===== config.mk =====
export PLATFORM = sky130hd
export DESIGN_NAME = ibdk_front_flat
export DESIGN_NICKNAME = d
export VERILOG_FILES = /design/src/design/ibdk_pkg.sv /design/src/design/ibdk_if.sv /design/src/design/ibdk_front.sv /design/src/flat_wrapper.sv
export SDC_FILE = /design/constraint.sdc
export NUM_CORES = 2
export LEC_CHECK = 0
export BUFFER_PORTS_ARGS = -buffer_cell sky130_fd_sc_hd__buf_2
export CAP_MARGIN = 20
export CORE_MARGIN = 2
export CORE_UTILIZATION = 32
export DETAILED_ROUTE_END_ITERATION = 8
export PLACE_DENSITY = 0.56
export REMOVE_ABC_BUFFERS = 1
export SETUP_SLACK_MARGIN = 0.02
export SLEW_MARGIN = 10
export SYNTH_ARGS = -nofsm -noshare
export SYNTH_HDL_FRONTEND = slang
export SYNTH_SLANG_ARGS = --single-unit

===== constraint.sdc =====
create_clock -name clk -period 14.8 [get_ports clk]
set_input_delay 2.96 -clock clk [delete_from_list [all_inputs] [get_ports clk]]
set_output_delay 2.96 -clock clk [all_outputs]
set_load 0.02 [all_outputs]

===== src/design/ibdk_pkg.sv =====
// Package: widths, constants and the shared item type of the delta kernel block.
package ibdk_pkg;

  // Fixed-point formats
  localparam int COORD_FRAC_BITS   = 16;
  localparam int SPACING_FRAC_BITS = 16;
  localparam int KFRAC             = 24;
  localparam int SCALE_SHIFT       = COORD_FRAC_BITS + SPACING_FRAC_BITS - KFRAC;

  // Field and datapath widths
  localparam int COORD_W   = 32;
  localparam int SPACE_W   = 32;
  localparam int PROD_W    = COORD_W + SPACE_W;
  localparam int A_W       = KFRAC + 1;          // |r| below two
  localparam int D_W       = 2 * A_W;            // radicand
  localparam int SQRT_STEPS = A_W;               // one root bit per stage
  localparam int K_W       = KFRAC + 3;          // 8*phi, at most 4.0
  localparam int WEIGHT_W  = 23;
  localparam int ROUND_SHIFT = 2 * KFRAC - KFRAC + 6; // 8*8 scale and Q0.24

  // Configuration register indexes
  localparam int CFG_IDX_W = 8;
  localparam logic [CFG_IDX_W-1:0] REG_INV_SPACING_X = CFG_IDX_W'(0);
  localparam logic [CFG_IDX_W-1:0] REG_INV_SPACING_Y = CFG_IDX_W'(1);
  localparam logic [SPACE_W-1:0]   INV_SPACING_RESET = SPACE_W'(65536);

  // Queue between front and back
  localparam int QUEUE_DEPTH = 4;
  localparam int QPTR_W      = $clog2(QUEUE_DEPTH);

  // Classified item handed from front to back
  typedef struct packed {
    logic [A_W-1:0] a_x;
    logic [A_W-1:0] a_y;
    logic           in_x;
    logic           in_y;
  } ibdk_item_t;

endpackage


===== src/design/ibdk_if.sv =====
// Interfaces: input offset channel and output weight channel.
interface ibdk_in_if;
  import ibdk_pkg::*;
  logic                      valid;
  logic                      ready;
  logic signed [COORD_W-1:0] offset_x;
  logic signed [COORD_W-1:0] offset_y;
  modport source (output valid, output offset_x, output offset_y, input ready);
  modport sink   (input valid, input offset_x, input offset_y, output ready);
endinterface



===== src/design/ibdk_front.sv =====
// Front: takes offsets, scales them by the reciprocal spacing and classifies.
module ibdk_front import ibdk_pkg::*; (
  input  logic                clk,
  input  logic                rst,
  ibdk_in_if.sink             in_ch,
  input  logic [SPACE_W-1:0]  inv_x,
  input  logic [SPACE_W-1:0]  inv_y,
  input  logic                q_full,
  output logic                q_push,
  output ibdk_item_t          q_item
);

  logic                valid_s1;
  logic [PROD_W-1:0]   prod_x;
  logic [PROD_W-1:0]   prod_y;
  logic [COORD_W-1:0]  mag_x;
  logic [COORD_W-1:0]  mag_y;
  logic                adv;

  // Magnitude; the most negative value maps to 2^31 in 32 unsigned bits
  assign mag_x = in_ch.offset_x[COORD_W-1] ? (~in_ch.offset_x + 1'b1) : in_ch.offset_x;
  assign mag_y = in_ch.offset_y[COORD_W-1] ? (~in_ch.offset_y + 1'b1) : in_ch.offset_y;

  assign adv         = !valid_s1 || !q_full;
  assign in_ch.ready = adv;

  // Scaling multiply, one per axis
  always_ff @(posedge clk) begin
    if (rst) begin
      valid_s1 <= 1'b0;
    end else if (adv) begin
      valid_s1 <= in_ch.valid;
    end
    if (adv) begin
      prod_x <= PROD_W'(mag_x) * PROD_W'(inv_x);
      prod_y <= PROD_W'(mag_y) * PROD_W'(inv_y);
    end
  end

  // Classify: support test and truncation to 24 fraction bits
  always_comb begin
    q_push       = valid_s1 && !q_full;
    q_item.a_x   = prod_x[SCALE_SHIFT +: A_W];
    q_item.a_y   = prod_y[SCALE_SHIFT +: A_W];
    q_item.in_x  = (prod_x[PROD_W-1:SCALE_SHIFT+A_W] == '0);
    q_item.in_y  = (prod_y[PROD_W-1:SCALE_SHIFT+A_W] == '0);
  end

endmodule


===== src/flat_wrapper.sv =====
// flat-port wrapper written by rule: the top's interface ports become plain ports
module ibdk_front_flat import ibdk_pkg::*;
  (clk, rst, inv_x, inv_y, q_full, q_push, q_item, in_ch_valid, in_ch_offset_x, in_ch_offset_y, in_ch_ready);
  ibdk_in_if in_ch_i ();
  input  logic clk;
  input  logic rst;
  input  logic [SPACE_W-1:0] inv_x;
  input  logic [SPACE_W-1:0] inv_y;
  input  logic q_full;
  output logic q_push;
  output ibdk_item_t q_item;
  input wire logic [$bits(in_ch_i.valid)-1:0] in_ch_valid;
  input wire logic [$bits(in_ch_i.offset_x)-1:0] in_ch_offset_x;
  input wire logic [$bits(in_ch_i.offset_y)-1:0] in_ch_offset_y;
  output wire logic [$bits(in_ch_i.ready)-1:0] in_ch_ready;
  assign in_ch_i.valid = in_ch_valid;
  assign in_ch_i.offset_x = in_ch_offset_x;
  assign in_ch_i.offset_y = in_ch_offset_y;
  assign in_ch_ready = in_ch_i.ready;
  ibdk_front u_core (.clk(clk), .rst(rst), .in_ch(in_ch_i), .inv_x(inv_x), .inv_y(inv_y), .q_full(q_full), .q_push(q_push), .q_item(q_item));
endmodule

Word level (Yosys, flattened, before mapping)
Index checks and enable logic that the tools add are counted.

operators by class
  bitwise operators = 2
  reductions and logical operators = 6
  mux-type cells = 2
  $mul = 2
  $add $sub $neg = 2

operator list
  kind                     count
  $mul A32 B32 Y64         2
  $add A32 B1 Y32 const B  2
  $mux W32                 2
  $not A32 Y32             2
  $logic_not A31 Y1        2
  $logic_not A1 Y1         2
  $logic_and A1 B1 Y1      1
  $logic_or A1 B1 Y1       1

word-level totals
  register bits after elaboration = 129
  input port bits = 132
  logic and storage cells = 17
  output and inout bits = 54

Longest topological paths before layout
  depth after elaboration = 4
  depth in mapped cells = 40

Least setup slack after synthesis
Ideal clock, no wire load.

  kind = in2reg
  start point = input in_ch_offset_x[2]
  end point = register u_core.prod_x[63], data pin
  data required time = 14.538 ns
  slack = 2.976 ns
  path buffers = 2
  data arrival time = 11.562 ns
  stages on the path = 30
  cell sequence = nor4_2 -> nand2_1 -> or4_1 -> or4_4 -> or3b_4 -> o31ai_1 -> xnor2_1 -> clkbuf_1 -> nand2_1 -> fa_1 -> fa_1 -> fa_1 -> fa_1 -> inv_1 -> fa_1 -> fa_1 -> fa_1 -> inv_1 -> fa_1 -> inv_1 -> ha_1 -> clkbuf_1 -> nand4_1 -> nor4_1 -> o211ai_1 -> o21a_2 -> nor3_1 -> a2111oi_4 -> o31ai_1 -> xnor2_1

on the way
  word-level cells in the longest chain between the ends = 4

ends and longest elaborated chain
  item                    line                text
  start: declaration      flat_wrapper.sv:13  input wire logic [$bits(in_ch_i.offset_x)-1:0] in_ch_offset_x;
  $not A32 Y32            ibdk_front.sv:21    assign mag_x = in_ch.offset_x[COORD_W-1] ? (~in_ch.offset_x + 1'b1) : in_ch.offset_x;
  $add A32 B1 Y32         ibdk_front.sv:21
  $mux W32 *              ibdk_front.sv:21
  $mul A32 B32 Y64 *      ibdk_front.sv:35    prod_x <= PROD_W'(mag_x) * PROD_W'(inv_x);
  end signal: assignment  ibdk_front.sv:35
  end: declaration        ibdk_front.sv:14    logic [PROD_W-1:0] prod_x;

Every way passes the cells marked *; elsewhere a longest branch is shown, timed or not.
A chain may end at the register's enable or synchronous reset.

Worst setup path in the final report
  start point = input in_ch_offset_x[2]
  end point = register u_core.prod_x[61], data pin

Same word-level chain as after synthesis.

==> metrics.txt <==
Hold Path Stages 2; root buf cell clkbuf_16; Initial Util 32.3%; Crit path top cell by count fa_1; Die ar. 0.225 mm2; HPWL after detailed placement 164000 um; first-pass GRT wire length 338000 um; Max Fanout on Critical Path 23; Arrival @ worst endpoint 13470 ps; Hold Path Class register to register; WP buf/inv 6; status finished clean; Synth area leader fa_1; Overall Global Routing Usage 19.7%; Synth Cell Area 0.0709 mm2; Yosys reg bits 113; post-CTS setup buffer count 0; # fillers 22700; Post-synth ARST share 0%; CTS buffer count 17; DRT Pass-1 Iters 6; Die W 475 um; largest net degree at the start of global routing 55; startpoint types primary input; GRT overflow 0; Finished Cell Area 0.0753 mm2; critical path depth in cells 31; CP max-delay cell o211ai_1; worst reg-to-reg path cell count 2; EDFF count, synth 112; delay-heaviest family, CP adder cells; synthesis warning total 0; Worst-path clk slew 70 ps; vias per inst 4.87; vias in the first global route 57000; TritonCTS clock tree yes; initial antenna violation count 14; sequential area share after synthesis 4.77%; layout cell share with drive strength beyond 1 5.10%; overall routed net length 214000 um; post-CTS sizing 0; max cap viols 0; Row Count 172; cts-stage hold buffer count 0; Clock Sinks 113; top cells by area, synth fa_1 (51%), and2_1 (9.6%), inv_1 (9.4%), ha_1 (9.2%), nand2_1 (5.5%); Cell variety after synth 72; drt drc 0; # nets final 9934; Slew headroom 20.4%; setup TNS 0 ps; nature of the critical path endpoint register; minimum clock period 13180 ps; number of I/O port buffers 185; Clock Skew 17.5 ps; Yosys top cell area share 50.5%; via count 50900; crit share post-route 89.0%; f_max 75.9 MHz; ANT nets after route 0; placed cell area 0.0747 mm2; Placement Setup Slack 1190 ps; gp weighted congestion 0.911; Area growth syn-to-layout 6.21%; slowest stage delay, CP 720 ps; RSZ-0062 raised after global routing false; actual slew at the worst max-slew pin 1190 ps; core area 0.220 mm2; CP required 15090 ps; final setup margin 1620 ps; wire per inst 20.5 um; final setup fails 0; die height 475 um; Fin. Hold Viols 0; type of the worst setup path primary input to register; Synth Area per Inst 9.24 um2; Max Root-Sink Buffers 2; Synth Flop Type edfxtp_1; H-tree depth 4; Slew Viols, Final 0; Skew-Pair Late Insertion Delay 560 ps; Iter 0 DRT Violations 3248; I/O Pins 186; Synth Instances 7674
cell families after synthesis:
family | Yosys count | synth area share [%]
xor+xnor | 174 | 2.15
flops | 113 | 4.77
simple gates | 2414 | 17.4
mux | 3 | 0.0494
compound gates | 407 | 3.77
fa+ha+maj | 2312 | 59.7
buf+inv | 2251 | 12.2
path summary, 6_finish.rpt:
kind | to | slack [ps] | from
worst min register to register | u_core.valid_s1 | 560 | u_core.valid_s1
worst min-delay path | u_core.valid_s1 | 560 | u_core.valid_s1
worst max-delay path | u_core.prod_x[61] | 1620 | in_ch_offset_x[2]
worst max register to register | u_core.prod_x[11] | 12830 | u_core.valid_s1
cells in the final DEF, fill, tap and decap left out, types with 13 or more instances in the layout:
cell / netlist / layout
and3_1: 13 / 13
o21bai_1: 17 / 17
a31oi_1: 16 / 16
a21o_1: 69 / 69
xnor2_2: 0 / 46
nand3_1: 17 / 17
ha_1: 522 / 522
nand2b_1: 13 / 13
edfxtp_1: 112 / 112
a21oi_1: 123 / 123
nor4_1: 24 / 24
nand4_1: 37 / 37
buf_2: 1 / 185
fa_1: 1790 / 1790
buf_4: 50 / 81
nand2_1: 1040 / 1039
o21ai_0: 69 / 69
clkbuf_16: 0 / 17
nor2_1: 83 / 83
o31ai_1: 21 / 21
xor2_1: 47 / 35
xnor2_1: 127 / 81
nor3_1: 26 / 26
inv_1: 1778 / 1778
nor2b_1: 25 / 25
and2_1: 1092 / 1092
metal layers:
layer  up-vias  track usage, %  part of all wire (%)
met1     27100            25.2                    41
li1      21900               -                     -
met2      1535            34.1                    50
met5         -               0                0.0037
met3       371            2.29                   5.2
met4         2            7.46                   4.2
cell usage after synthesis (4+ instances only):
library cell / number
a211oi_1: 12
a21boi_0: 8
a21o_1: 69
a21oi_1: 123
a311oi_1: 4
a31oi_1: 16
and2_1: 1092
and3_1: 13
and4_1: 4
buf_4: 50
clkbuf_1: 421
edfxtp_1: 112
fa_1: 1790
ha_1: 522
inv_1: 1778
nand2_1: 1040
nand2b_1: 13
nand3_1: 17
nand4_1: 37
nor2_1: 83
nor2b_1: 25
nor3_1: 26
nor4_1: 24
o211ai_1: 11
o21a_1: 7
o21ai_0: 69
o21bai_1: 17
o31a_1: 7
o31ai_1: 21
o41ai_1: 5
or2_2: 6
or3_1: 11
or4_1: 10
xnor2_1: 127
xor2_1: 47
area by class of cell:
| cell class | instances | area, um2 | area share, % |
|---|---|---|---|
| diodes | 4 | 10.0 | 0.0133 |
| inverters | 1778 | 6670 | 8.86 |
| flip-flops and latches | 113 | 3380 | 4.49 |
| well taps | 2958 | 3700 | 4.91 |
| clock buffers | 17 | 425 | 0.565 |
| clock inverters | 15 | 185 | 0.246 |
| multi-input cells | 5310 | 59400 | 78.8 |
| repair buffers | 270 | 1580 | 2.10 |
metrics by stage:
| stage | cells | util [%] | hold slack (ps) |
|---|---|---|---|
| floorplan | 7201 | - | 465 |
| global placement | 10400 | 33.9 | 533 |
| detailed placement | 10400 | 34.0 | 559 |
| CTS | 10500 | 34.2 | 571 |
| global route | 10500 | 34.3 | 622 |
| finish | 10500 | 34.3 | 563 |
registers in the layout (all words and copies together), names as in the netlist:
name and flops:
u_core.prod_x 56, u_core.prod_y 56, u_core.valid_s1 1
worst min-delay path, cell delays in order, from the launching register on:
cell	delay, ps
dfxtp_1	340
a21oi_1	140
nor2_1	40
Power is left out: the tool's default activity adds up to more than one toggle a clock period on the data nets, which glitch-free logic cannot reach.
