==> src/design/ibdk_pkg.sv <==
// Package: widths, constants and the shared item type of the delta kernel block.
package ibdk_pkg;

  // Fixed-point formats
  localparam int COORD_FRAC_BITS   = 16;
  localparam int SPACING_FRAC_BITS = 16;
  localparam int KFRAC             = 24;
  localparam int SCALE_SHIFT       = COORD_FRAC_BITS + SPACING_FRAC_BITS - KFRAC;

  // Field and datapath widths
  localparam int COORD_W   = 32;
  localparam int SPACE_W   = 32;
  localparam int PROD_W    = COORD_W + SPACE_W;
  localparam int A_W       = KFRAC + 1;          // |r| below two
  localparam int D_W       = 2 * A_W;            // radicand
  localparam int SQRT_STEPS = A_W;               // one root bit per stage
  localparam int K_W       = KFRAC + 3;          // 8*phi, at most 4.0
  localparam int WEIGHT_W  = 23;
  localparam int ROUND_SHIFT = 2 * KFRAC - KFRAC + 6; // 8*8 scale and Q0.24

  // Configuration register indexes
  localparam int CFG_IDX_W = 8;
  localparam logic [CFG_IDX_W-1:0] REG_INV_SPACING_X = CFG_IDX_W'(0);
  localparam logic [CFG_IDX_W-1:0] REG_INV_SPACING_Y = CFG_IDX_W'(1);
  localparam logic [SPACE_W-1:0]   INV_SPACING_RESET = SPACE_W'(65536);

  // Queue between front and back
  localparam int QUEUE_DEPTH = 4;
  localparam int QPTR_W      = $clog2(QUEUE_DEPTH);

  // Classified item handed from front to back
  typedef struct packed {
    logic [A_W-1:0] a_x;
    logic [A_W-1:0] a_y;
    logic           in_x;
    logic           in_y;
  } ibdk_item_t;

endpackage

==> src/design/ibdk_queue.sv <==
// Queue: short FIFO of classified items between front and back.
module ibdk_queue import ibdk_pkg::*; (
  input  logic       clk,
  input  logic       rst,
  input  logic       push,
  input  ibdk_item_t push_item,
  input  logic       pop,
  output ibdk_item_t head,
  output logic       empty,
  output logic       full
);

  ibdk_item_t        mem [QUEUE_DEPTH];
  logic [QPTR_W-1:0] wr_ptr;
  logic [QPTR_W-1:0] rd_ptr;
  logic [QPTR_W:0]   count;
  logic              do_push;
  logic              do_pop;

  assign empty   = (count == '0);
  assign full    = (count == (QPTR_W+1)'(QUEUE_DEPTH));
  assign do_push = push && !full;
  assign do_pop  = pop && !empty;
  assign head    = mem[rd_ptr];

  // Pointers and fill count
  always_ff @(posedge clk) begin
    if (rst) begin
      wr_ptr <= '0;
      rd_ptr <= '0;
      count  <= '0;
    end else begin
      if (do_push) wr_ptr <= wr_ptr + 1'b1;
      if (do_pop)  rd_ptr <= rd_ptr + 1'b1;
      count <= count + (QPTR_W+1)'(do_push) - (QPTR_W+1)'(do_pop);
    end
  end

  // Storage
  always_ff @(posedge clk) begin
    if (do_push) mem[wr_ptr] <= push_item;
  end

endmodule

==> config.mk <==
export PLATFORM = sky130hd
export DESIGN_NAME = ibdk_queue
export DESIGN_NICKNAME = d
export VERILOG_FILES = /design/src/design/ibdk_pkg.sv /design/src/design/ibdk_queue.sv
export SDC_FILE = /design/constraint.sdc
export NUM_CORES = 1
export LEC_CHECK = 0
export BUFFER_PORTS_ARGS = -buffer_cell sky130_fd_sc_hd__buf_4
export CORE_MARGIN = 2
export CORE_UTILIZATION = 57
export DETAILED_ROUTE_END_ITERATION = 6
export GPL_ROUTABILITY_DRIVEN = 0
export GPL_TIMING_DRIVEN = 1
export HOLD_SLACK_MARGIN = 0.12
export PLACE_DENSITY = 0.79
export SYNTH_ARGS = -nofsm -noshare
export SYNTH_HDL_FRONTEND = slang
export SYNTH_SLANG_ARGS = --single-unit
==> constraint.sdc <==
create_clock -name clk -period 3.42 [get_ports clk]
set_input_delay 0.171 -clock clk [delete_from_list [all_inputs] [get_ports clk]]
set_output_delay 0.171 -clock clk [all_outputs]
set_load 0.02 [all_outputs]
# [Yosys cells after proc, flatten, opt, wreduce, memory -nomap -nowiden]
# Memories as Yosys holds them, arrays and structs flattened. A register that Yosys moved wholly into a read port is not among the register bits.
# Cells that the tools add are included.
[totals] regBits=7 latch_bits=0 mem_bits_rw=208 romBits=0 input_bits=56 out_inout_bits=54 wordCells=18 memories=1
[op_classes] add_sub_neg=4 multipliers=0 n_div=0 order_cmp=0 eq_ne=1 shift=0 n_mux=4 n_bitwise=0 reduce_logical=5
[mem_list] memory="mem" words=4 width=52 rd=1 rd_clocked_by_memory_dff=1 wr=1 line="ibdk_queue.sv:13" rtl="ibdk_item_t mem [QUEUE_DEPTH];"
[ops] op="adder 2 x 1 -> 2 bit (second input constant)" count=2
[ops] op="two-way mux 2 bit" count=2
[ops] op="adder 3 x 1 -> 3 bit" count=1
[ops] op="== test 3 bit (second input constant)" count=1
[ops] op="logical NOT 3 bit" count=1
[ops] op="subtractor 3 x 1 -> 3 bit" count=1
[ops] op="logical AND 1 bit" count=2
[ops] op="logical NOT 1 bit" count=2
[ops] op="two-way mux 1 bit" count=2

# [Depth between registers and ports, before layout]
# Gate-level depths: netlist of the first run.
[logic_depth] word_depth=5 depth_mapped=10 depth_no_buf=10

# [Worst setup path before layout of the first run]
# No wires, ideal clock.
[synth_timing] path_kind="register to register" start="register count[1]" end="memory mem[0][0] (netlist name) (enable)" setup_ps=415 t_arrival_ps=2004 t_required_ps=3005 setup_slack_ps=1001 stages_incl_launch_ff=4 path_buffers=0 synth_period_minus_slack_ps=2419 path_cell_list="dfxtp_1 nor3b_2 nor2_2 and2_1"
[synth_via] elab_chain_cells=5
[synth_lines] element="start, declared" line="ibdk_queue.sv:16" rtl="logic [QPTR_W:0] count;"
[synth_lines] element="start signal, assigned" line="ibdk_queue.sv:35" rtl="count <= count + (QPTR_W+1)'(do_push) - (QPTR_W+1)'(do_pop);"
[synth_lines] element="== test 3 bit" line="ibdk_queue.sv:21" rtl="assign full = (count == (QPTR_W+1)'(QUEUE_DEPTH));"
[synth_lines] element="named net full" line="ibdk_queue.sv:10" rtl="output logic full"
[synth_lines] element="logical NOT 1 bit" line="ibdk_queue.sv:22" rtl="assign do_push = push && !full;"
[synth_lines] element="logical AND 1 bit" line="ibdk_queue.sv:22"
[synth_lines] element="two-way mux 1 bit" line="ibdk_queue.sv:41" rtl="if (do_push) mem[wr_ptr] <= push_item;"
[synth_lines] element="two-way mux 1 bit (not written as such)" line="ibdk_queue.sv:41"
[synth_lines] element="end, declared" line="ibdk_queue.sv:13"
# The timed path passes the listed nets, and every way through them passes these cells.

==> results by group, run 1 <==
Synthesis
  • FF+latch count, synth: 217
  • EDFF count, synth: 208
  • Post-Syn Area: 8050 µm²
  • Netlist cell types: 26
  • Post-synthesis net count: 386
  • Mapped Cells: 323
  • Top-area cell type share of the netlist area: 77.6%
  • Largest area contributor in the netlist: edfxtp_1
  • Sequential-to-total area share from yosys stat: 79.8%
  • Ys flop type: edfxtp_1
  • Synth Area in Simple Gates: 1.32%
  • Mux cell area share after synthesis: 14.8%
  • XOR/XNOR share of the synthesized area: 0.326%
  • Mapped Avg Cell Area: 24.9 µm²
  • Top area cells in the synthesized netlist: edfxtp_1, mux4_2, dfxtp_1
  • Compound-cell area share of the yosys netlist: 0.404%
  • Async SR Flop Fraction: 0%
  • Yosys warning total: 0
  • Top-count cell post-synth: edfxtp_1
  • Commonest cells post-synth: edfxtp_1, mux4_2, dfxtp_1
  • Largest family of logic cells by synthesized area: multiplexers
  • Synth Area in Adders: 1.18%

Floorplanning
  • Die area: 15100 µm²
  • # rows: 43
  • Chip Height: 123 µm
  • Top Ports: 110
  • Width of the die: 123 µm
  • Initial core utilization: 58.2%
  • Core Region: 13800 µm²

Layout
  • Area of the multi-input gates: 1450 µm²
  • Register area: 6430 µm²
  • Fillers: 801
  • Area growth from synthesis to layout: 27.7%
  • Share of cells above drive strength 1: 39.8%
  • Fin nets: 569

Routing
  • # DRC: 0
  • DR pass1 iterations: 4
  • Routed via count: 3819
  • Via density: 5.45
  • WL final: 14300 µm
  • DRT antenna net count: 0
  • Wire length per cell: 20.3 µm
  • 1st-iter DRT viols: 315

Clocking
  • Clock transition at path regs: 60 ps
  • CTS tree: yes
  • TritonCTS Buffers: 21
  • Clk buf depth: 3
  • Clk_lat worst skew: 480 ps
  • Post-CTS sizing: 0
  • Root buf cell: clkbuf_16
  • H-tree levels: 1
  • Clk sink count: 217

Outcome
  • Status: finished, final reports clean

Placed design
  • Hpwl dp: 8460 µm
  • IO Port Bufs: 109

Global routing
  • First-pass GRT wire length: 21900 µm
  • Global-route usage over all layers: 19.3%
  • Aggregate global routing overflow: 0
  • Initial antenna violation count: 1
  • Vias in the first global route: 4125
  • Largest net degree at the start of global routing: 48

Timing
  • Rel. slew slack: 39.3%
  • Count of final setup violators: 0
  • Setup total negative slack: 0 ps
  • Worst Tran Pin Value: 910 ps
  • Fmax: 385 MHz
  • Unrepaired setup endpoints after global routing: no
  • Final period utilization: 75.9%
  • Final Hold Vio Count: 0
  • Tmin final: 2600 ps
  • Final Max Slew Viols: 0
  • Final Hold Slack: 432 ps
  • Skew final: 8.58 ps

Worst setup path
  • Startpoint types: flop
  • Reg2reg path depth: 10
  • CP endpoint kind: primary output
  • Crit-path max FO: 47
  • CP Class: reg2out
  • WP data required: 3250 ps
  • Worst EP arrival: 2430 ps

Power and ir drop
  • Maximum VDD drop: 0.461 mV
  • Power Dens Cells: 720 nW/µm²
  • Static leakage: 3.54 nW

Min path
  • Hold/Removal Path Class: in2reg
  • Hold path depth: 2

Flow run
  • MaxCap Viol Count: 0
-- layer usage --
layer | up-vias | share of wire, % | GRT usage, %
met4 | 0 | 1.9 | 4.74
met2 | 119 | 50 | 32.0
li1 | 1715 | - | -
met5 | - | 0 | 0
met1 | 1961 | 41 | 26.2
met3 | 24 | 6.5 | 4.88
-- layout make-up --
type / instances / area share [%]
clock buffer: 26 / 5.49
multi-input combinational: 85 / 14.1
clock inverter: 11 / 0.803
timing repair buffer: 173 / 14.5
tap: 180 / 2.19
inverter: 8 / 0.292
antenna: 1 / 0.0243
sequential: 217 / 62.6
-- where the power goes --
part / leakage, nW / internal (mW) / switching [mW]
clock network: 0.321 / 1.25 / 0.908
logic: 1.24 / 0.954 / 0.869
registers: 1.98 / 3.20 / 0.225
total: 3.54 / 5.40 / 2.00
-- worst paths after layout --
path / start / end / slack, ps
worst max-delay path: flop / head[21] / 820
worst min-delay path: push_item[32] / mem[1][32] / 430
worst max register to register: count[1] / count[2] / 1170
worst min register to register: rd_ptr[1] / flop / 500
-- worst max-delay path, cell delays in order (launching register included) --
cell and delay (ps):
dfxtp_4 950, buf_4 290, mux4_2 510, buf_4 170
-- flip-flops by register name (all words and copies together), names as in the netlist, named ones only --
name,cells
count,3
mem,208
rd_ptr,2
wr_ptr,2
-- cell families (layout without fill, tap and decap cells) --
family | Yosys count | after routing
AOI/OAI and AO/OA | 5 | 5
xor gates and xnor gates | 3 | 3
adders and majority gates | 7 | 7
buffers and inverters | 21 | 218
DFF | 217 | 217
muxes | 53 | 53
other | 0 | 1
and+or+nand+nor | 17 | 17
-- per-stage QoR --
stage / area [µm²] / util (%) / instances / setup WS (ps) / total power, mW
after global routing: 10300 / 74.3 / 701 / 620 / 7.70
final: 10300 / 74.3 / 701 / 823 / 7.40
after CTS: 10300 / 74.3 / 700 / 734 / 7.48
after detailed placement: 9070 / 65.6 / 607 / 1230 / 5.27
after global placement: 9070 / 65.6 / 607 / 1250 / 5.23
after floorplan: 8050 / - / 323 / 1000 / 4.64
-- what timing repair did --
| item | 4_1_cts | 5_1_grt |
|---|---|---|
| endpoints found under the hold margin | 217 | 0 |
| setup buffers | 0 | 0 |
| hold buffers | 56 | 0 |
-- cells in the final DEF (no fill, tap or decap), types with 3 or more instances in the layout --
| cell type | instances |
|---|---|
| edfxtp_1 | 208 |
| buf_4 | 113 |
| dlygate4sd3_1 | 56 |
| mux4_2 | 50 |
| clkbuf_16 | 21 |
| inv_1 | 8 |
| dfxtp_1 | 7 |
| ha_1 | 6 |
| and2_2 | 4 |
| clkinv_1 | 4 |
| clkinv_2 | 4 |
| buf_12 | 4 |
| nor2_1 | 3 |
| clkbuf_1 | 3 |
Note: power is estimated with default switching activity, not from simulation.
==> run 2, diff against run 1 <==
Settings changed: ABC_AREA from default to 1, CORE_UTILIZATION 57 to 52, PLACE_DENSITY 0.79 to 0.76.
Clock period 3.42 ns to 2.1 ns, I/O delays scaled along.
==> run 2 against run 1 <==
Compared with the run above:
- first-iteration DRC count shrank 10%
- synthesized cell count grew 77%
- sequential share of layout area shrank 5.0 points
- synthesized area grew 8.7%
- clock power grew 80%
- setup slack lost 780 ps
- clock skew grew 11 ps
- die area grew 18%
- global-route usage grew 0.66 points
- non-clock buffer count grew 9
- flip-flop and latch count is the same
==> results by group, run 2 <==
Layout
  • Largest register FFs: 208 (unchanged)
  • Design Area, Final: 11200 µm² (+8.7%)
  • Register area: 6430 µm² (unchanged)
  • Largest registers: mem (208), count (3)
  • Fillers: 1100 (+37%)
  • Fin nets: 808 (+42%)
  • Area of the multi-input gates: 2030 µm² (+40%)
  • Most frequent cells in the layout: edfxtp_1, buf_4, o21ai_0, nor2_1, dlygate4sd3_1
  • Largest Register: mem
  • Area growth from synthesis to layout: 27.7% (about the same)
  • Finished Layout Cells: 982 (+40%)
  • Most common cell after layout, fill and taps aside: edfxtp_1
  • Share of cells above drive strength 1: 32.7% (-7.1 points)

Placed design
  • Placed cell areas: 9860 µm² (+8.7%)
  • Cells after DPL: 886 (+46%)
  • Hpwl dp: 10100 µm (+19%)
  • IO Port Bufs: 109 (unchanged)

Outcome
  • Status: finished, final reports clean

Routing
  • Wire length per cell: 18.0 µm (-11%)
  • Via density: 5.38 (-1.3%)
  • DRT antenna net count: 0 (unchanged)
  • 1st-iter DRT viols: 283 (-10%)
  • Routed via count: 5282 (+38%)
  • WL final: 17700 µm (+24%)
  • DR pass1 iterations: 4 (unchanged)
  • # DRC: 0 (unchanged)

Timing
  • Final period utilization: 98.1%
  • Skew final: 19.3 ps (+10.8 ps)
  • Worst Tran Pin Value: 466 ps (-444 ps)
  • Final Hold Slack: 327 ps (-105 ps)
  • Final Hold Vio Count: 0 (unchanged)
  • Unrepaired setup endpoints after global routing: no
  • Count of final setup violators: 0 (unchanged)
  • Rel. slew slack: 68.9% (+30 points)
  • Final Max Slew Viols: 0 (unchanged)
  • Tmin final: 2060 ps
  • Setup total negative slack: 0 ps (unchanged)
  • Fmax: 486 MHz

Worst setup path
  • Crit path buffers/inverters: 2 (unchanged)
  • Crit-path max FO: 104 (+120%)
  • Startpoint types: flop
  • WP data required: 2000 ps (-1250 ps)
  • Crit path depth: 4 (+1)
  • Largest stage delay, worst path: 400 ps (-550 ps)
  • CP Class: reg2out
  • Worst path cell trace: buf_16 > o21ai_0 > o22ai_1 > buf_4
  • Reg2reg path depth: 10 (unchanged)
  • Slowest-stage cell, CP: dfxtp_4
  • CP endpoint kind: primary output
  • Worst path top cell family by delay: buffers and inverters
  • Worst EP arrival: 1950 ps (-480 ps)

Clocking
  • TritonCTS Buffers: 22 (+4.8%)
  • CTS tree: yes
  • Clk buf depth: 3 (unchanged)
  • Root buf cell: clkbuf_16
  • Clk_lat worst skew: 500 ps (+20 ps)
  • H-tree levels: 1 (unchanged)
  • Clock transition at path regs: 60 ps (about the same)
  • Clk sink count: 217 (unchanged)

Synthesis
  • Top area cells in the synthesized netlist: edfxtp_1, o22ai_2, o21ai_0
  • FF+latch count, synth: 217 (unchanged)
  • Largest area contributor in the netlist: edfxtp_1
  • Ys flop type: edfxtp_1
  • Async SR Flop Fraction: 0% (unchanged)
  • Top-area cell type share of the netlist area: 71.4% (-6.2 points)
  • Netlist cell types: 22 (-15%)
  • Mapped Cells: 571 (+77%)
  • Post-synthesis net count: 634 (+64%)
  • Top-count cell post-synth: edfxtp_1
  • EDFF count, synth: 208 (unchanged)
  • Commonest cells post-synth: edfxtp_1, o21ai_0, nor2_1
  • Mapped Avg Cell Area: 15.3 µm² (-39%)
  • Sequential-to-total area share from yosys stat: 73.5% (-6.4 points)
  • Post-Syn Area: 8750 µm² (+8.7%)
  • Yosys warning total: 0 (unchanged)

Global routing
  • GRT busiest layer: met2
  • GRT met1 Usage: 25.4% (-0.82 points)
  • Vias in the first global route: 5481 (+33%)
  • Met2 usage: 34.9% (+2.9 points)
  • First-pass GRT wire length: 28100 µm (+28%)
  • Initial antenna violation count: 1 (unchanged)
  • Largest net degree at the start of global routing: 105 (+120%)
  • Aggregate global routing overflow: 0 (unchanged)
  • Global-route usage over all layers: 20.0% (+0.66 points)
  • M3 GR Usage: 3.65% (-1.2 points)

Floorplanning
  • Chip Height: 134 µm (+8.8%)
  • Die area: 17900 µm² (+18%)
  • Initial core utilization: 52.9% (-5.3 points)
  • Core Region: 16500 µm² (+20%)
  • Width of the die: 134 µm (+8.8%)
  • Top Ports: 110 (unchanged)
  • # rows: 47 (+9.3%)

Flow run
  • MaxCap Viol Count: 0 (unchanged)

Min path
  • Hold path depth: 3 (+1)
  • Hold/Removal Path Class: in2reg

Power and ir drop
  • Total power: 13.3 mW (+79%)
  • Maximum VDD drop: 0.966 mV (+110%)
  • Static leakage: 3.94 nW (+11%)
  • Power Dens Cells: 1190 nW/µm² (+65%)
-- run 2: changes by cell type in the layout (fill, tap and decap cells not counted), sizes merged, moves of 4 or more --
cell	change
mux4	-52
nor2	+114
and2	-4
nand3	+4
inv	+12
nand2	+11
buf	+10
o21ai	+102
o22ai	+52
-- run 2: cell families (layout without fill, tap and decap cells) --
group	Yosys count	after routing	synth area share [%]
fa+ha+maj	7	7	1.09
simple gates	134	134	9.13
buf+inv	52	242	3.63
compound gates	161	161	12.7
other cells	0	1	0
flops	217	217	73.5
-- run 2: through the flow --
step	setup WS (ps)	utilization (%)
3_5_place_dp	142	59.7
2_1_floorplan	-376	-
4_1_cts	35.9	67.5
3_3_place_gp	270	59.7
6_report	40.5	67.6
5_1_grt	3.07	67.6
-- run 2: where the power goes --
group	switching [mW]	internal [mW]	leakage [nW]
sequential	0.145	5.28	1.98
clock	1.53	2.33	0.362
combinational	2.48	1.50	1.60
-- run 2: final timing paths --
| path | start | end | slack (ps) |
|---|---|---|---|
| max | flop | head[35] | 40 |
| min | rst | count[0] | 330 |
| max reg2reg | count[1] | count[2] | 130 |
| min reg2reg | rd_ptr[0] | flop | 490 |
-- run 2: worst register-to-register path, stage by stage (launching register included) --
cell,delay (ps)
dfxtp_1,320
nor2_1,180
nand2_2,110
inv_1,110
nor2_1,50
ha_1,270
inv_1,40
ha_1,200
fa_1,390
a21oi_1,130
nor2_1,60
-- run 2: cell type report --
class	count	share of cell area (%)
timing repair buffer	182	14.4
tap	220	2.46
antenna	1	0.0224
clock buffer	29	5.53
multi-input combinational	302	18.2
sequential	217	57.6
inverter	20	0.762
clock inverter	11	1.01
-- run 2: routing by layer --
metal / part of all wire [%] / vias up
li1: - / 2466
met1: 41 / 2583
met2: 50 / 198
met3: 6.5 / 35
met4: 2.4 / 0
met5: 0 / -
-- run 2: what timing repair did --
item	4_1_cts	5_1_grt
endpoints found under the setup margin	3	14
hold endpoints to repair	217	0
gates resized for setup	2	7
hold buffers	55	0
buffers inserted	0	0
pin swaps	0	2
==> run 3, diff against run 2 <==
Settings changed: ABC_AREA 1 to default, CORE_UTILIZATION 52 to 51, PLACE_DENSITY 0.76 to 0.75.
==> run 3 against run 2 <==
Compared with the run above:
- flip-flop and latch count did not move
- sequential power barely moved
- setup slack improved by 3.8 ps
- sequential share of layout area rose by 2.9 points
- via count fell by 27%
- critical path type is now reg2reg
- count of clock-buffer cells in the layout fell by 2
- clock power barely moved
- maximum frequency rose by 0.18%
- wire length fell by 20%
- clock skew fell by 8.0 ps
==> results by group, run 3 (synthesis gave the netlist of run 1 again) <==
Worst setup path
  • Largest stage delay, worst path: 370 ps (-30 ps)
  • Startpoint types: flop
  • Crit-path max FO: 4 (-96%)
  • Reg2reg path depth: 9 (-1)
  • WP data required: 2500 ps (+500 ps)
  • CP endpoint kind: flop
  • Origin of the worst setup path: count[2]
  • Crit path depth: 9 (+5)
  • Reg-to-reg startpoint: count[2]
  • CP endpoint: count[2]
  • CP dominant cell by count: inv_1
  • Worst path top cell family by delay: adder cells
  • Reg-to-reg setup timing slack: 40 ps (-90 ps)
  • CP Class: reg2reg
  • Worst path cell trace: o31ai_4 > inv_1 > ha_1 > inv_1 > ha_2 > fa_2 > xnor2_2 > xnor2_1 > nor2_1
  • Worst r2r dst: count[2]
  • Crit path buffers/inverters: 2 (unchanged)
  • Worst EP arrival: 2450 ps (+500 ps)
  • Slowest-stage cell, CP: fa_2

Global routing
  • Initial antenna violation count: 0 (-1)
  • Global-route usage over all layers: 17.5% (-2.5 points)
  • Largest net degree at the start of global routing: 32 (-70%)
  • Aggregate global routing overflow: 0 (unchanged)
  • First-pass GRT wire length: 22100 µm (-21%)
  • Vias in the first global route: 4179 (-24%)

Timing
  • Skew final: 11.4 ps (-7.95 ps)
  • Final Max Slew Viols: 0 (unchanged)
  • Fmax: 486 MHz (+0.18%)
  • Worst Tran Pin Value: 405 ps (-61.8 ps)
  • Setup total negative slack: 0 ps (unchanged)
  • Rel. slew slack: 73.0% (+4.1 points)
  • Final worst slack: 44.2 ps (+3.78 ps)
  • Tmin final: 2060 ps (-3.78 ps)
  • Final period utilization: 97.9% (-0.18 points)
  • Unrepaired setup endpoints after global routing: yes
  • Count of final setup violators: 0 (unchanged)
  • Final Hold Vio Count: 0 (unchanged)

Routing
  • Wire length per cell: 18.6 µm (+3.3%)
  • Routed via count: 3864 (-27%)
  • WL final: 14100 µm (-20%)
  • WL met2: 7160 µm (-20%)
  • Top Layer Used: met4
  • # DRC: 0 (unchanged)
  • WL met3: 695 µm (-40%)
  • DR pass1 iterations: 4 (unchanged)
  • Met1 Wirelength: 5970 µm (-17%)
  • DRT antenna net count: 0 (unchanged)
  • 1st-iter DRT viols: 213 (-25%)
  • Via density: 5.10 (-5.2%)

Power and ir drop
  • Static leakage: 3.72 nW (-5.7%)
  • Power Dens Cells: 1200 nW/µm² (+0.78%)
  • Maximum VDD drop: 0.882 mV (-8.6%)

Floorplanning
  • Core Region: 15300 µm² (-7.3%)
  • Initial core utilization: 52.6% (-0.37 points)
  • Top Ports: 110 (unchanged)
  • Width of the die: 130 µm (-3.0%)
  • Die area: 16800 µm² (-6.0%)
  • Chip Height: 130 µm (-3.0%)
  • # rows: 45 (-4.3%)

Layout
  • Design Area, Final: 10700 µm² (-4.6%)
  • Largest Register: mem
  • Largest registers: mem (208), count (3)
  • # diodes: 0 (-1)
  • Fin nets: 594 (-26%)
  • Largest register FFs: 208 (unchanged)
  • Share of cells above drive strength 1: 44.4% (+12 points)
  • Fillers: 988 (-10%)
  • Area growth from synthesis to layout: 32.4%
  • Post-Route Utilization: 69.6% (+2.0 points)
  • Most frequent cells in the layout: edfxtp_1, buf_4, dlygate4sd3_1, mux4_2, clkbuf_16
  • Most common cell after layout, fill and taps aside: edfxtp_1

Clocking
  • TritonCTS Buffers: 22 (unchanged)
  • CTS tree: yes
  • H-tree levels: 1 (unchanged)
  • Clk buf depth: 3 (unchanged)
  • Root buf cell: clkbuf_16
  • Clk sink count: 217 (unchanged)
  • Clk_lat worst skew: 490 ps (about the same)
  • Clock transition at path regs: 60 ps (about the same)

Min path
  • Hold/Removal Path Class: in2reg

Placed design
  • IO Port Bufs: 109 (unchanged)
  • Placed cell areas: 9230 µm² (-6.4%)
  • Pre-CTS WS: -83.6 ps (-226 ps)
  • Hpwl dp: 8220 µm (-18%)

Flow run
  • MaxCap Viol Count: 0 (unchanged)

Outcome
  • Status: finished, final reports clean
## run 3: how the worst min path moves through the flow
stage               cells past startpoint          to           from  slack (ps)
finish                                  2  mem[0][35]  push_item[35]         360
CTS                                     2  mem[2][17]  push_item[17]         340
global route                            2  mem[0][35]  push_item[35]         350
floorplan                               0   mem[0][0]   push_item[0]         200
detailed placement                      1  mem[0][47]  push_item[47]         310
global placement                        1  mem[1][31]  push_item[31]         300
## run 3: routing by layer
layer  track usage [%]  up-vias
met2              30.3      111
met3              3.59       27
met5                 0        -
met1              22.9     1954
li1                  -     1772
met4              4.43        0
## run 3: metrics by stage
| step | total power [mW] | hold WS [ps] | cells |
|---|---|---|---|
| global placement | 8.65 | 304 | 648 |
| finish | 12.7 | 359 | 758 |
| global route | 13.3 | 347 | 758 |
| CTS | 12.8 | 342 | 751 |
| detailed placement | 8.72 | 308 | 648 |
| floorplan | 7.56 | 204 | 323 |
## run 3: final cells by class
class | count | area, µm² | area share (%)
sequential | 217 | 6440 | 60.4
timing repair buffer | 197 | 1700 | 16.0
multi-input combinational | 85 | 1480 | 13.9
clock buffer | 27 | 591 | 5.54
tap | 211 | 264 | 2.48
clock inverter | 13 | 144 | 1.35
inverter | 8 | 30.0 | 0.282
## run 3: timing repair
| item | 4_1_cts | 5_1_grt |
|---|---|---|
| cloned | 0 | 0 |
| setup buffers | 8 | 7 |
| hold endpoints to repair | 217 | 0 |
| hold buffers | 55 | 0 |
| gates resized for setup | 4 | 5 |
| pin swaps | 1 | 3 |
| endpoints found under the setup margin | 40 | 28 |
## run 3: where the power goes
part           total [mW]  internal [mW]  leakage [nW]  switching [mW]
clock                3.88           2.37         0.360            1.50
sequential           5.39           5.21          1.98           0.175
combinational        3.48           1.80          1.38            1.68
total                12.7           9.38          3.72            3.36
